### config.mk
export PLATFORM = sky130hd
export DESIGN_NAME = pps_ctrl
export DESIGN_NICKNAME = d
export VERILOG_FILES = /design/src/rtl/core/pps_pkg.sv /design/src/rtl/core/pps_ctrl.sv
export SDC_FILE = /design/constraint.sdc
export NUM_CORES = 1
export LEC_CHECK = 0
export BUFFER_PORTS_ARGS = -buffer_cell sky130_fd_sc_hd__buf_2
export CORE_AREA = 2 2 39 41
export CTS_CLUSTER_DIAMETER = 150
export DETAILED_ROUTE_END_ITERATION = 16
export DIE_AREA = 0 0 41 43
export PLACE_DENSITY = 0.54
export SLEW_MARGIN = 25
export SYNTH_ARGS = -nofsm -noshare
export SYNTH_HDL_FRONTEND = slang
export SYNTH_SLANG_ARGS = --single-unit
### constraint.sdc
create_clock -name clk -period 1.7 [get_ports clk]
set_input_delay 0.17 -clock clk [delete_from_list [all_inputs] [get_ports clk]]
set_output_delay 0.17 -clock clk [all_outputs]
set_load 0.05 [all_outputs]
### src/rtl/core/pps_pkg.sv
// Shared types and codes for the preemptive priority scheduler.
// Depends on nothing.
package pps_pkg;

	typedef enum logic [1:0] {
		KIND_ACCEPT = 2'd0,
		KIND_REJECT = 2'd1,
		KIND_IDLE   = 2'd2,
		KIND_RAN    = 2'd3
	} kind_t;

	localparam logic CMD_ARRIVE = 1'b0;
	localparam logic CMD_TICK   = 1'b1;

	// One heap entry
	typedef struct packed {
		logic [7:0]  prio;
		logic [7:0]  pid;
		logic [15:0] remaining;
		logic [15:0] burst;
		logic [31:0] arrival;
		logic        started;
	} entry_t;

	typedef enum logic [3:0] {
		ST_IDLE,
		ST_PUT,
		ST_UP_RD,
		ST_UP_CMP,
		ST_ROOT_RD,
		ST_LAST_RD,
		ST_DN_RD,
		ST_DN_CMP,
		ST_REINS,
		ST_OUT
	} state_t;

	// Controller commands to the datapath
	typedef struct packed {
		logic capture_in;   // latch input word
		logic put_new;      // write new entry at count, count++
		logic up_read;      // read parent of pos
		logic up_step;      // compare/swap with parent
		logic root_read;    // read root
		logic root_take;    // latch root, count--, read last
		logic last_place;   // place last at 0, start sift-down
		logic dn_read;      // read children
		logic dn_step;      // compare/swap with best child
		logic reins;        // prepare reinsert entry
		logic idle_tick;    // empty tick
		logic out_load;     // present result
	} cmd_t;

	typedef struct packed {
		logic cmd;
		logic full;
		logic empty;
		logic up_done;
		logic dn_done;
		logic requeue;
		logic out_busy;
	} sts_t;

endpackage

### src/rtl/core/pps_ctrl.sv
// Controller state machine of the scheduler.
// Depends on pps_pkg.
module pps_ctrl import pps_pkg::*; (
	input  logic clk,
	input  logic arst_n,
	input  logic in_valid,
	output logic in_ready,
	input  sts_t sts,
	output cmd_t cmd
);

	state_t state_q, state_nx;

	always_ff @(posedge clk or negedge arst_n) begin
		if (!arst_n) state_q <= ST_IDLE;
		else state_q <= state_nx;
	end

	// next state
	always_comb begin
		state_nx = state_q;
		unique case (state_q)
			ST_IDLE: if (in_valid) state_nx = ST_PUT;
			ST_PUT: begin
				if (sts.cmd == CMD_ARRIVE) state_nx = sts.full ? ST_OUT : ST_UP_RD;
				else state_nx = sts.empty ? ST_OUT : ST_ROOT_RD;
			end
			ST_UP_RD:   state_nx = sts.up_done ? ST_OUT : ST_UP_CMP;
			ST_UP_CMP:  state_nx = ST_UP_RD;
			ST_ROOT_RD: state_nx = ST_LAST_RD;
			ST_LAST_RD: state_nx = ST_DN_RD;
			ST_DN_RD:   state_nx = sts.dn_done ? ST_REINS : ST_DN_CMP;
			ST_DN_CMP:  state_nx = ST_DN_RD;
			ST_REINS:   state_nx = sts.requeue ? ST_UP_RD : ST_OUT;
			ST_OUT:     state_nx = sts.out_busy ? ST_OUT : ST_IDLE;
			default:    state_nx = ST_IDLE;
		endcase
	end

	// outputs
	always_comb begin
		cmd = '0;
		in_ready = 1'b0;
		unique case (state_q)
			ST_IDLE: begin
				in_ready = 1'b1;
				cmd.capture_in = in_valid;
			end
			ST_PUT: begin
				if (sts.cmd == CMD_ARRIVE) cmd.put_new = !sts.full;
				else if (sts.empty) cmd.idle_tick = 1'b1;
				else cmd.root_read = 1'b1;
			end
			ST_UP_RD:   cmd.up_read = 1'b1;
			ST_UP_CMP:  cmd.up_step = 1'b1;
			ST_ROOT_RD: cmd.root_take = 1'b1;
			ST_LAST_RD: cmd.last_place = 1'b1;
			ST_DN_RD:   cmd.dn_read = 1'b1;
			ST_DN_CMP:  cmd.dn_step = 1'b1;
			ST_REINS:   cmd.reins = 1'b1;
			ST_OUT:     cmd.out_load = !sts.out_busy;
			default: ;
		endcase
	end

endmodule

# Word-level counts from Yosys, hierarchy flattened
# Cells that the tools add are included.
# word_totals
register_bits,4
input_bits,10
out_inout_bits,13
elab_cells,42
# classes
n_eq_ne,10
mux,27
reduce_logical,4
# op_table
cell,count
$pmux 4 s9,1
$mux 4,8
$mux 1,18
$eq 4x3->1 const B,4
$eq 4x2->1 const B,2
$eq 4x4->1 const B,2
$eq 4x1->1 const B,1
$logic_not 4->1,1
$logic_not 1->1,2
$ne 2x2->1 const B,1
$reduce_or 2->1,1

# Depth between registers and ports, before layout
# logic_depth
depth_word,3
ltp_mapped,5
mapped_depth_nobuf,4

# Worst setup path before layout
# Ideal clock, no wire load.
# synth_timing
path_type,register -> output
start,register state_q[2]
end,output cmd[11] in the netlist's numbering
t_arrival_ps,2874
t_required_ps,1530
path_slack_ps,-1344
stages_incl_launch_ff,4
path_buffers,1
cell_sequence,dfrtp_1 -> buf_2 -> nor4_1 -> and2_1
# synth_lines
element,line,rtl
start: declaration,pps_ctrl.sv:12,"state_t state_q, state_nx;"
start signal: assignment,pps_ctrl.sv:16,else state_q <= state_nx;
end: declaration,pps_ctrl.sv:9,output cmd_t cmd

==> metrics.txt <==
root buffer cell=clkbuf_4; Syn Nets=63; initial antenna violation count=0; Post-Synthesis Cells=53; Internal Power=532 uW; CTS tree=built; post-synth top area share=0.265; Post-DRT Antenna Nets=0; pre-CTS worst setup slack=168 ps; most numerous cell in the Yosys netlist=nor2_1; Remaining Overflow, GRT=0; Slew Viols, Final=0; area leader, netlist=dfrtp_1; Max stage delay on crit path=540 ps; worst hold stages=2; Rows=14; RSZ-0062 raised after global routing=true; final cycle utilization of the critical path=0.995; Clock Power Share=0.100; P_leak=0.311 nW; final hold viol count=0; worst rel slew slack=0.831; HP Start=sts[4]; hold_ws=190 ps; R2R cell count=4; n_diodes=0; Initial Util=0.273; Worst Tran Pin Value=252 ps; number of synthesized flops with an enable pin=0; final core occ=0.467; crit-path leading delay family=simple AND/OR/NAND/NOR gates; Final Worst Setup Slack=7.89 ps; chip height=43 um; Die Span X=41 um; worst setup path class=reg -> out; maximum number of pins on one net before global-route repair=13; clk_lat worst skew=240 ps; Critical Path, Cell by Cell=or4b_4 -> nor3_4 -> buf_6; Hold Path Class=in -> reg; CP Capture Type=output pin; top post-synthesis cells by area=dfrtp_1 26%, nand2b_1 9.9%, nor3_1 9.3%; FILL cells=148; Worst Hold Endpoint=state_q[2]$_DFFE_PN0P_; Iter 0 DRT Violations=12; Initial DRT Pass Iterations=4; CP Buf/Inv Count=1; CTS sink count=4; maximum clock frequency=591 MHz; detailed placer's ending HPWL=864 um; Tot GR Track Use=0.159; count of input and output buffers=22; logic gate share of total power=0.766; Slowest cell on crit path=or4b_4; R2R setup slack=220 ps; Biggest register=state_q; Post-synth ARST share=1.00; sw frac=0.547; Vias=492; I/O Pins=23; CP required=1530 ps; Final Net Count=93; clk slew on worst S/H paths=40 ps; RePlAce Congestion=0.673; mapped cell area=378 sq um; number of max-cap violations=0; crit start category=flip-flop; max reg flops=4; post-layout min period=1690 ps; first-pass GRT wire length=1840 um; drt drc=0; Clock Path Buffers=2; Top FF cell, synth=dfrtp_1; Via density=5.07; post-synthesis sequential area ratio=0.265; power per cell area=1820 mW/mm^2; share of cells above drive strength 1=0.531; Die ar.=0.00176 sq mm; worst vdd rail ir drop=0.636 mV; Final Skew=2.78 ps; status=finished clean; Reg-to-Reg End=state_q[0]$_DFFE_PN0P_; worst-path maximum fanout=5; Core ar.=0.00138 sq mm; Routed wire per std cell=11.8 um; setup violators final=0; Commonest cells post-synth=9 x nor2_1, 7 x nor3_1, 6 x nand2b_1, 4 x dfrtp_1, 4 x nand2_1; distinct cell type count after synthesis=24; WP data arrival=1520 ps; top flop regs=state_q x4; Yosys reg bits=4; number of buffers created by CTS=3; Yosys warnings=0; FF-to-FF Start=state_q[1]$_DFFE_PN0P_; area added between synthesis and finish=70.9%; vias in the first global route=454; mean post-synth cell area=7.13 sq um; # H-tree levels=1; Total Wirelength=1150 um; sw power=643 uW; part of the power in registers=0.134
[cell families after synthesis]
kind of cell / Yosys count / share of synthesized area
simple gates: 33 / 0.457
buf+inv: 6 / 0.0695
flops: 4 / 0.265
compound gates: 9 / 0.182
mux: 1 / 0.0265
[power groups by stage]
stage	logic, mW	registers [mW]	clock network [mW]
finish	0.900	0.158	0.118
CTS	0.875	0.158	0.124
detailed placement	0.859	0.159	0
global route	0.964	0.163	0.131
global placement	0.861	0.158	0
floorplan	0.669	0.154	0
[cells in the final DEF, fill, tap and decap left out, drive strengths merged, types with 2 or more instances in the layout]
master / instances
a21oi: 3
nor2: 9
nand2b: 6
nor3: 7
inv: 2
clkbuf: 5
buf: 26
dfrtp: 4
nand2: 4
[layout make-up]
| type | count | area [sq um] | share of cell area |
|---|---|---|---|
| tap | 16 | 20.0 | 0.0310 |
| multi-input combinational | 43 | 308 | 0.477 |
| timing repair buffer | 29 | 188 | 0.291 |
| inverter | 2 | 7.51 | 0.0116 |
| sequential | 4 | 100 | 0.155 |
| clock buffer | 3 | 22.5 | 0.0349 |
[timing repair]
item,4_1_cts,5_1_grt
resized for setup,4,5
setup buffers,0,1
endpoints found under the setup margin,3,6
pin swaps,0,1
hold endpoints to repair,4,0
hold buffers,1,0
[how the worst max path moves through the flow]
stage                           startpoint  cells after the start       to  slack [ps]
finish              state_q[1]$_DFFE_PN0P_                      3  cmd[10]           8
global route        state_q[1]$_DFFE_PN0P_                      3  cmd[10]         -60
CTS                 state_q[1]$_DFFE_PN0P_                      3  cmd[10]          -9
detailed placement  state_q[1]$_DFFE_PN0P_                      3  cmd[10]         170
global placement    state_q[2]$_DFFE_PN0P_                      3  cmd[10]         190
floorplan           state_q[2]$_DFFE_PN0P_                      3  cmd[11]        -270
[stage by stage]
stage / total power, mW / setup TNS, ps / cells / area (sq um)
after floorplan: 0.823 / -281 / 53 / 434
after global placement: 1.02 / 0 / 92 / 583
after detailed placement: 1.02 / 0 / 92 / 583
after CTS: 1.16 / -8.94 / 96 / 627
after global routing: 1.26 / -65.5 / 97 / 646
final: 1.18 / 0 / 97 / 646
[layer usage]
layer	global-route usage	wire length, um	vias up
li1	-	-	243
met1	0.176	458	232
met2	0.250	615	14
met3	0.0628	65	3
met4	0.0800	9	0
met5	0	0	-
Note: power is estimated with default switching activity, not from simulation.
